**src/hdl/pscl_ram.sv**
```systemverilog
// Generic single-port-write, single-port-read RAM with registered read data.
// No dependencies.
`timescale 1ns / 1ps
`default_nettype none
module pscl_ram #(
	parameter int WIDTH = 8,
	parameter int DEPTH = 16,
	localparam int AW = (DEPTH > 1) ? $clog2(DEPTH) : 1
) (
	input  wire logic                 clk,
	input  wire logic                 we,
	input  wire logic [AW-1:0]        waddr,
	input  wire logic [WIDTH-1:0]     wdata,
	input  wire logic [AW-1:0]        raddr,
	output logic      [WIDTH-1:0]     rdata
);
	logic [WIDTH-1:0] mem_q [DEPTH];

	always_ff @(posedge clk) begin
		if (we) begin
			mem_q[waddr] <= wdata;
		end
		rdata <= mem_q[raddr];
	end
endmodule
`default_nettype wire

```
**config.mk**
```make
export PLATFORM = sky130hd
export DESIGN_NAME = pscl_ram
export DESIGN_NICKNAME = d
export VERILOG_FILES = /design/src/hdl/pscl_ram.sv
export SDC_FILE = /design/constraint.sdc
export NUM_CORES = 1
export LEC_CHECK = 0
export BUFFER_PORTS_ARGS = -buffer_cell sky130_fd_sc_hd__buf_2
export CORE_UTILIZATION = 25
export DETAILED_ROUTE_END_ITERATION = 6
export SLEW_MARGIN = 10
export SYNTH_ARGS = -nofsm -noshare
export SYNTH_HDL_FRONTEND = slang
export SYNTH_SLANG_ARGS = --single-unit
```
**constraint.sdc**
```tcl
create_clock -name clk -period 5.1 [get_ports clk]
set_clock_uncertainty 0.1 [all_clocks]
set_input_delay 0 -clock clk [delete_from_list [all_inputs] [get_ports clk]]
set_output_delay 0 -clock clk [all_outputs]
set_load 0.005 [all_outputs]
```
## Word level (Yosys, flattened, before mapping)

Memory sizes are Yosys's and may differ from the RTL's. A register that Yosys moved wholly into a read port is not among the register bits.
Index checks and enable logic that the tools add are counted.
W data, S select, Z words.

- Memories kept: 1
- Bits in writable memories: 128
- Logic and storage cells: 3
- Flip-flop bits (word level): 0
- Input port bits: 18
- Output and inout bits: 8

Memory list:

| memory | depth | width | rd ports | clocked after memory_dff | wr ports | line | source |
|---|---|---|---|---|---|---|---|
| mem_q | 16 | 8 | 1 | 1 | 1 | 17 | `logic [WIDTH-1:0] mem_q [DEPTH];` |

- Multiplexer cells: 2

Operator list:

| kind | number |
|---|---|
| $mux W1 | 2 |

## Logic depth before layout (Yosys ltp)

- Word-level depth: 2
- Mapped depth: 5

## Worst setup path before layout

OpenSTA, ideal clock, no wires.

- Kind: input-to-reg
- Start point: input waddr[2]
- End point: memory mem_q[0][0], enable pin
- Required time: 4.617 ns
- Arrival: 1.110 ns
- Stages on the path: 2
- Setup time: 0.383 ns
- Slack: 3.507 ns
- Path through: or3b_2 > nor3_1

RTL lines:

| element | line | source |
|---|---|---|
| from (decl) | 12 | `input wire logic [AW-1:0] waddr,` |
| to (decl) | 17 |  |

No word-level cell before the write port.

## Worst setup path in the final report

- Start point: input waddr[1]
- End point: memory mem_q[4][1], enable pin

No word-level cell before the write port.

==> impl_results.md <==
* CTS max path bufs at 2
* Antenna Cells at 0
* Total negative slack at 0 ps
* Final Cycle Share at between 30% and 40%
* CP arrival at approximately 1800 ps
* GRT overflow at 0
* Syn_area_per_cell at 22.48 sq um
* DRC at 0
* CP startpoint kind: input port
* First-pass GRT wire length at about 16000 microns
* WS Path Type: input port to flop
* Largest net degree at the start of global routing at 33
* Die W at 145.5 microns
* # Post-CTS Setup Buffers at 0
* Post-DRT Antenna Nets at 0
* Post-DP Area at ~5500 sq um
* Num ports at 26
* Vias per inst at around 4.3
* Cts hold-fix bufs at 10
* Worst Max-Slew Pin Slew at approximately 1200 ps
* Final Power at between 2000 and 3000 uW
* Floorplan row count at 52
* Post-route cell area at approximately 6300 sq um
* # clock sinks at 136
* Mapped Area at just over 5000 sq um
* RePlAce Congestion at approximately 0.70
* Lkg Pwr at around 0.0021 uW
* Post-synth net total at roughly 250
* Initial Util at around a quarter
* Achievable frequency at roughly 0.54 GHz
* Number of global-route vias before repair at approximately 2500
* Commonest cells after routing, fill and taps aside: edfxtp_1, buf_2, mux4_2
* Post-synth ARST share at 0%
* Drt pass-1 iters at 4
* CORE AREA at between 20000 and 25000 sq um
* Root Driver: clkbuf_16
* IO Port Bufs at 25
* PwrDens at about 440 nW/um^2
* Detailed Route WL at 10290 microns
* Final Hold Fails at 0
* VDD IR max at 0.1985 mV
* Register area share after synthesis at between 70% and 80%
* CP Data Required Time at ~5000 ps
* Total track usage at a little over a tenth
* Initial antenna violation count at 0
* H-tree Lvls at 4
* Clock Latency Late Sink at between 400 and 500 ps
* Routed length per instance at roughly 18 microns
* Share of post-route cells with drive strength above 1 at between 20% and 30%
* Area grow syn2layout at 23.21%
* Post-synth EDFFs at 128
* CTS tree: built
* Synth unique cells at 19
* Outcome: finished clean
* Die ar. at ~21000 sq um
* Nets at 293
* Post-layout min period at ~1800 ps
* CTS Buf Count at 17
* CP max FO at 8
* Post-Route Utilization at 31.34%
* RSZ-0062 raised after global routing: false
* CTS resizes at 0
* Post-DP HPWL at between 6000 and 7000 microns
* Synthesized instance count at about 230
* Critical path endpoint category: flop
* Vert. Die Dim at around 150 microns
* Commonest non-fill, non-tap cell in the layout: edfxtp_1
* Synth Warn # at 0
* Slew margin rel. at a little under a fifth
* Via count at between 2000 and 2500
* Flops & latches, synth at ~140
* Fin. max-slew vios at 0
* Prevailing post-synth register cell: edfxtp_1
* Hold Crit Class: input port to flop
* Number of max-cap violations at 0
* Final setup vio count at 0
* Clock slew at reported path FFs at around 60 ps
* DR iter-0 viols at 109
-- worst paths after layout --
path | end | slack (ps) | depth (start not counted) | start
setup / recovery | mem_q[4][1] | 3260 | 4 | waddr[1]
setup reg to reg | rdata[2] | 3650 | 3 | mem_q[1][2]
hold reg to reg | rdata[1] | 570 | 3 | mem_q[8][1]
hold / removal | mem_q[0][7] | 50 | 2 | waddr[0]
-- cell type report --
| class | count | area (sq um) |
|---|---|---|
| Clock inverter | 15 | 272.8 |
| Sequential cell | 136 | 4004 |
| Fill cell | 1917 | 13890 |
| Clock buffer | 17 | 425.4 |
| Multi-Input combinational cell | 83 | 1062 |
| Tap cell | 270 | 337.8 |
| Timing Repair Buffer | 37 | 240.2 |
-- sequential cells by signal, indices dropped and copies added (netlist names) --
name,cells
mem_q,128
rdata,8
-- critical path, cell delays in order --
cell and delay, ps:
dlygate4sd3_1 530, buf_2 160, nor3_2 170, dlygate4sd3_1 920
-- cells by family (layout without fill, tap and decap cells) --
kind of cell / after synthesis / count (layout) / share of synthesized area (%)
simple gates: 35 / 35 / 3.184
flops: 136 / 136 / 77.78
compound gates: 16 / 16 / 2.334
buf+inv: 10 / 69 / 1.677
mux: 32 / 32 / 15.02
-- cell usage after synthesis, types with 2 or more instances --
cell	instances	area share [%]
a22oi_1	16	2.3
nor2_1	13	0.95
clkdlybuf4s25_2	3	0.58
nand3b_1	2	0.29
nand2_1	9	0.66
buf_2	3	0.29
mux4_2	18	7.9
nor3_1	4	0.39
mux4_1	14	7.1
edfxtp_1	128	75
dfxtp_1	8	3.1
nand2b_1	2	0.24
buf_6	3	0.66
-- where the power goes --
| part | leakage (uW) | internal (uW) | switching, uW |
|---|---|---|---|
| combinational | 0.000526 | 49.4 | 66.1 |
| sequential | 0.00122 | 1250 | 9.64 |
| clock | 0.000330 | 969 | 450 |
| total | 0.00208 | 2270 | 525 |
-- per-layer routing --
layer	global-route usage, %	up-vias	part of all wire (%)
met2	16.32	58	49
met3	3.041	7	5.1
met5	0	-	0
met4	3.474	0	0.90
li1	-	1067	-
met1	13.91	1266	45
-- per-stage QoR --
stage | hold slack (ps) | cells | setup slack (ps)
after CTS | 39.69 | 558 | 3330
after floorplan | -1.131 | 229 | 3507
after detailed placement | 305.4 | 516 | 2955
final | 52.66 | 558 | 3258
after global routing | 66.25 | 558 | 3230
after global placement | 285.0 | 516 | 2956
Note: power is estimated with default switching activity, not from simulation.
