File: config.mk
export PLATFORM = sky130hd
export DESIGN_NAME = pscl_regs
export DESIGN_NICKNAME = d
export VERILOG_FILES = /design/src/hdl/pscl_pkg.sv /design/src/hdl/pscl_regs.sv
export SDC_FILE = /design/constraint.sdc
export NUM_CORES = 1
export LEC_CHECK = 0
export BUFFER_PORTS_ARGS = -buffer_cell sky130_fd_sc_hd__buf_2
export CAP_MARGIN = 20
export CORE_MARGIN = 4
export CORE_UTILIZATION = 42
export CTS_BUF_LIST = sky130_fd_sc_hd__clkbuf_4
export DETAILED_ROUTE_END_ITERATION = 8
export PLACE_DENSITY_LB_ADDON = 0.1
export SLEW_MARGIN = 10
export SYNTH_ARGS = -nofsm -noshare
export SYNTH_HDL_FRONTEND = slang
export SYNTH_SLANG_ARGS = --single-unit
File: constraint.sdc
create_clock -name clk -period 1 [get_ports clk]
set_clock_uncertainty 0.1 [all_clocks]
set_input_delay 0.05 -clock clk [delete_from_list [all_inputs] [get_ports clk]]
set_output_delay 0.05 -clock clk [all_outputs]
set_load 0.005 [all_outputs]
File: src/hdl/pscl_pkg.sv
// Package for the per-source connection limiter.
// Status codes, action codes, register indexes, configuration struct.
// No dependencies.
`timescale 1ns / 1ps
`default_nettype none
package pscl_pkg;

	localparam int CNT_W = 12;

	typedef enum logic [2:0] {
		STAT_ADMIT   = 3'd0,
		STAT_TOTAL   = 3'd1,
		STAT_EMPTY   = 3'd2,
		STAT_ADDR    = 3'd3,
		STAT_REMOVED = 3'd4,
		STAT_ID      = 3'd5
	} status_t;

	localparam logic ACT_REGISTER   = 1'b0;
	localparam logic ACT_UNREGISTER = 1'b1;

	localparam logic REG_TOTAL    = 1'b0;
	localparam logic REG_PER_ADDR = 1'b1;

	localparam logic [CNT_W-1:0] TOTAL_RESET    = 12'd2000;
	localparam logic [CNT_W-1:0] PER_ADDR_RESET = 12'd10;

	typedef struct packed {
		logic [CNT_W-1:0] total_limit;
		logic [CNT_W-1:0] per_address_limit;
	} cfg_t;

endpackage
`default_nettype wire

File: src/hdl/pscl_regs.sv
// APB-style configuration registers: total limit and per-address limit.
// Depends on pscl_pkg.
`timescale 1ns / 1ps
`default_nettype none
module pscl_regs (
	input  wire logic        clk,
	input  wire logic        arst_n,
	input  wire logic        psel,
	input  wire logic        penable,
	input  wire logic        pwrite,
	input  wire logic [2:0]  paddr,
	input  wire logic [31:0] pwdata,
	output logic      [31:0] prdata,
	output logic             pready,
	output pscl_pkg::cfg_t   cfg
);
	pscl_pkg::cfg_t cfg_q;
	logic wr;

	assign pready = 1'b1;
	assign wr = psel && penable && pwrite;
	assign cfg = cfg_q;

	always_ff @(posedge clk or negedge arst_n) begin
		if (!arst_n) begin
			cfg_q.total_limit <= pscl_pkg::TOTAL_RESET;
			cfg_q.per_address_limit <= pscl_pkg::PER_ADDR_RESET;
		end else if (wr) begin
			if (paddr[2] == pscl_pkg::REG_TOTAL) begin
				cfg_q.total_limit <= pwdata[pscl_pkg::CNT_W-1:0];
			end else begin
				cfg_q.per_address_limit <= pwdata[pscl_pkg::CNT_W-1:0];
			end
		end
	end

	always_comb begin
		prdata = '0;
		if (paddr[1:0] == 2'b00) begin
			if (paddr[2] == pscl_pkg::REG_TOTAL) begin
				prdata = {20'd0, cfg_q.total_limit};
			end else begin
				prdata = {20'd0, cfg_q.per_address_limit};
			end
		end
	end
endmodule
`default_nettype wire

# ---- Word-level counts from Yosys, hierarchy flattened
# Index checks and enable logic that the tools add are counted.
dict set report totals {
  input_bits 40
  reg_bits 24
  output_inout_bits 57
}
dict set report op_classes {
  bitwise_logic 1
  reduce_logical 5
  n_mux 2
}
# cell count
set ops {}
lappend ops {{2-to-1 mux 12 bit} 2}
lappend ops {{AND reduction 2 bit} 2}
lappend ops {{logical AND 1 bit} 2}
lappend ops {{logical NOT 2 bit} 1}
lappend ops {{NOT 1 bit} 1}

# ---- Longest topological paths before layout
dict set report logic_depth {
  ltp_word 3
  ltp_mapped 4
  ltp_nobuf 2
}

# ---- Worst setup path before layout
# No wires, ideal clock.
dict set report synth_timing {
  path_type {input -> register}
  startpoint {input paddr[2]}
  endpoint {register cfg_q, in the netlist cfg[12]}
  path_buffers 2
  path_slack_ns -0.010
  t_arrival_ns 0.785
  stages 4
  path_cell_list {buf_6 nand4b_4 buf_6 mux2_4}
}
dict set report synth_between {
  elab_chain_cells 2
}
# item line
set synth_rtl {}
lappend synth_rtl {{from (decl)} pscl_regs.sv:11} ;# input wire logic [2:0] paddr,
lappend synth_rtl {{NOT 1 bit (no line)} -}
lappend synth_rtl {{AND reduction 2 bit (no line)} -}
lappend synth_rtl {{to (decl)} pscl_regs.sv:17} ;# pscl_pkg::cfg_t cfg_q;
# Every way passes these cells.
# A chain may end at the register's enable or synchronous reset.

# ---- Worst setup path after layout
dict set report layout_timing {
  startpoint {register cfg_q, in the netlist cfg[18]}
  endpoint {output prdata[6]}
}
dict set report layout_between {
  elab_chain_cells 2
}
# item line
set layout_rtl {}
lappend layout_rtl {{2-to-1 mux 12 bit} pscl_regs.sv:40} ;# if (paddr[2] == pscl_pkg::REG_TOTAL) begin
lappend layout_rtl {{2-to-1 mux 12 bit} pscl_regs.sv:39} ;# if (paddr[1:0] == 2'b00) begin
lappend layout_rtl {{to (decl)} pscl_regs.sv:13} ;# output logic [31:0] prdata,
# Every way passes these cells.

==> results.yml <==
run_status:
  status: "finished with violations"
  failed_checks: "setup timing"
sta:
  period_minus_slack_ps: 1312
  hold_viol: 0
  worst_hold_slack_ps: 128.0
  finalMaxSlewViolations: 0
  period_share_pct: 131.2
  setup_viol: 40
  timing.slew.headroom_pct: 63.88
  tightest_slew_ps: 541.9
  rsz0062_at_grt: "true"
  fmax_ghz: 0.7621
  setup_ws_ps: -312.2
layout:
  diodes: 0
  fillCellCount: 248
  multiInputGateArea_um2: 601.8
  largest_reg_flops: 24
  register_area_um2: 610.6
  fin_nets: 234
  drive_gt1_share_pct: 61.14
  area_growth_pct: 56.29
  stdcell_area_um2: 2085
synthesis:
  yosys.area.top_type: "dfrtp_1"
  synth_top_area_share_pct: 30.02
  synth_cell_types: 14
  syn_avg_cell_area_um2: 12.95
  syn_inst: 103
  yosysWarnings: 0
  ys_ff_latch: 24
  ys_seq_area_share_pct: 45.78
  syn_area_um2: 1334
  synth_area_leaders: "dfrtp_1, dfstp_2, buf_4"
placed_design:
  pre_cts_slack_ps: -54.60
  gp_congestion: 0.7080
  place_area_um2: 1590
  io_buffers: 55
  dp_hpwl_mm: 2.074
detailed_routing:
  drt_iter0_drc: 12
  routed_via_density: 4.414
  drc: 0
  routed-via-count: 1046
  drt_pass1_iterations: 2
  finalWirelength_mm: 3.204
  routedWlPerCell_um: 13.52
  drtAntennaViolNets: 0
job:
  cap_violations: 0
worst_setup_path:
  cp-startpoint: "cfg[18]"
  reg2reg_from: "cfg[12]"
  path_class: "reg2out"
  cp.required_ps: 850
  cp_max_fo: 2
  worstPathArrival_ps: 1160
  cp-start-kind: "flop"
  endpoint_kind: "primary output"
floorplan:
  die_h_um: 64.36
  dieArea_um2: 4142
  rows: 20
  start_util_pct: 43.69
  die_w_um: 64.36
  io-pin-count: 97
  core_um2: 3053
clock_network:
  clk_pin_slew_worst_paths_ps: 130
  cts.htree.levels: 1
  clock_latency_ps: 320
  cts_tree: "done"
  cts_buffers: 3
  cts_buffer_depth: 2
  cts_root_buffer: "clkbuf_4"
  cts.sinks: 24
power:
  p_per_area_nw_per_um2: 1581
  p_leak_uw: 0.001119
  ir_worst_vdd_v: 0.001124
  p_total_uw: 3296
global_routing:
  grt_pass1_wl_mm: 5.161
  track_usage_pct: 16.09
  antenna_found_initial: 0
  grt_max_degree: 25
  grt_pass1_vias: 1118
  overflow: 0
worst_hold_path:
  hold_path_class: "in2async"
==> critical path, stage by stage, from the launching register on <==
cell and delay (ps):
dfstp_2 560, mux2i_1 70, nor2_1 100, buf_2 120
==> synthesized netlist by cell type (all sizes together) <==
library cell,number
buf,25
clkbuf,1
conb,2
dfrtp,16
dfstp,8
mux2,24
mux2i,12
nand4,1
nand4b,1
nor2,12
or2,1
==> final timing paths <==
path / end / slack (ps) / depth (start not counted)
min in group clk: cfg[11] / 160 / 4
max: prdata[6] / -310 / 3
max reg2reg: cfg[12] / -80 / 3
max in group asynchronous: cfg[21] / 290 / 2
min: cfg[5] / 130 / 2
min reg2reg: cfg[13] / 450 / 1
==> cell families (layout without fill, tap and decap cells) <==
logic type             after synthesis  in the layout  share of synthesized area [%]
and+or+nand+nor                     15             15                          6.566
muxes                               36             36                          32.08
buffers and inverters               26             97                          15.01
other                                2             21                         0.5631
DFF                                 24             24                          45.78
==> where the power goes <==
part           total [uW]  switching, uW  internal (uW)
Combinational        1470            459           1010
Clock                 436            289            146
Sequential           1390            157           1240
==> metal layers <==
metal  share of wire (%)  track usage [%]
met5                   0                0
met4                 1.1            5.805
met2                  53            30.41
met1                  38            17.42
met3                 6.9            3.339
==> layout by cell type, fill, tap and decap left out <==
cell,instances
buf_12,2
buf_4,2
or2_2,1
buf_2,40
nor2_1,12
nand4_2,1
mux2_2,12
mux2_4,12
mux2i_1,12
dfrtp_1,16
buf_6,36
clkinv_1,1
clkbuf_4,3
conb_1,21
dlygate4sd3_1,13
nand4b_4,1
dfstp_2,8
==> cell type report <==
| class | count | area share [%] |
|---|---|---|
| Sequential cell | 24 | 29.29 |
| Tap cell | 44 | 2.641 |
| Clock buffer | 3 | 1.080 |
| Timing Repair Buffer | 93 | 37.94 |
| Multi-Input combinational cell | 72 | 28.87 |
| Clock inverter | 1 | 0.1801 |
==> metrics by stage <==
step                instances  TNS [ps]  util (%)
floorplan                 122    -48.60         -
global placement          199    -232.8     52.09
detailed placement        199    -356.6     52.09
CTS                       235     -6002     67.17
global route              237     -7733     68.28
finish                    237     -5894     68.28
==> repair_timing <==
item | in CTS | in global routing
resized for setup | 33 | 13
hold buffers | 13 | 0
setup buffers | 19 | 10
pin swaps | 0 | 5
endpoints found under the setup margin | 36 | 45
hold endpoints to repair | 48 | 0
(Power assumes the default switching activity.)
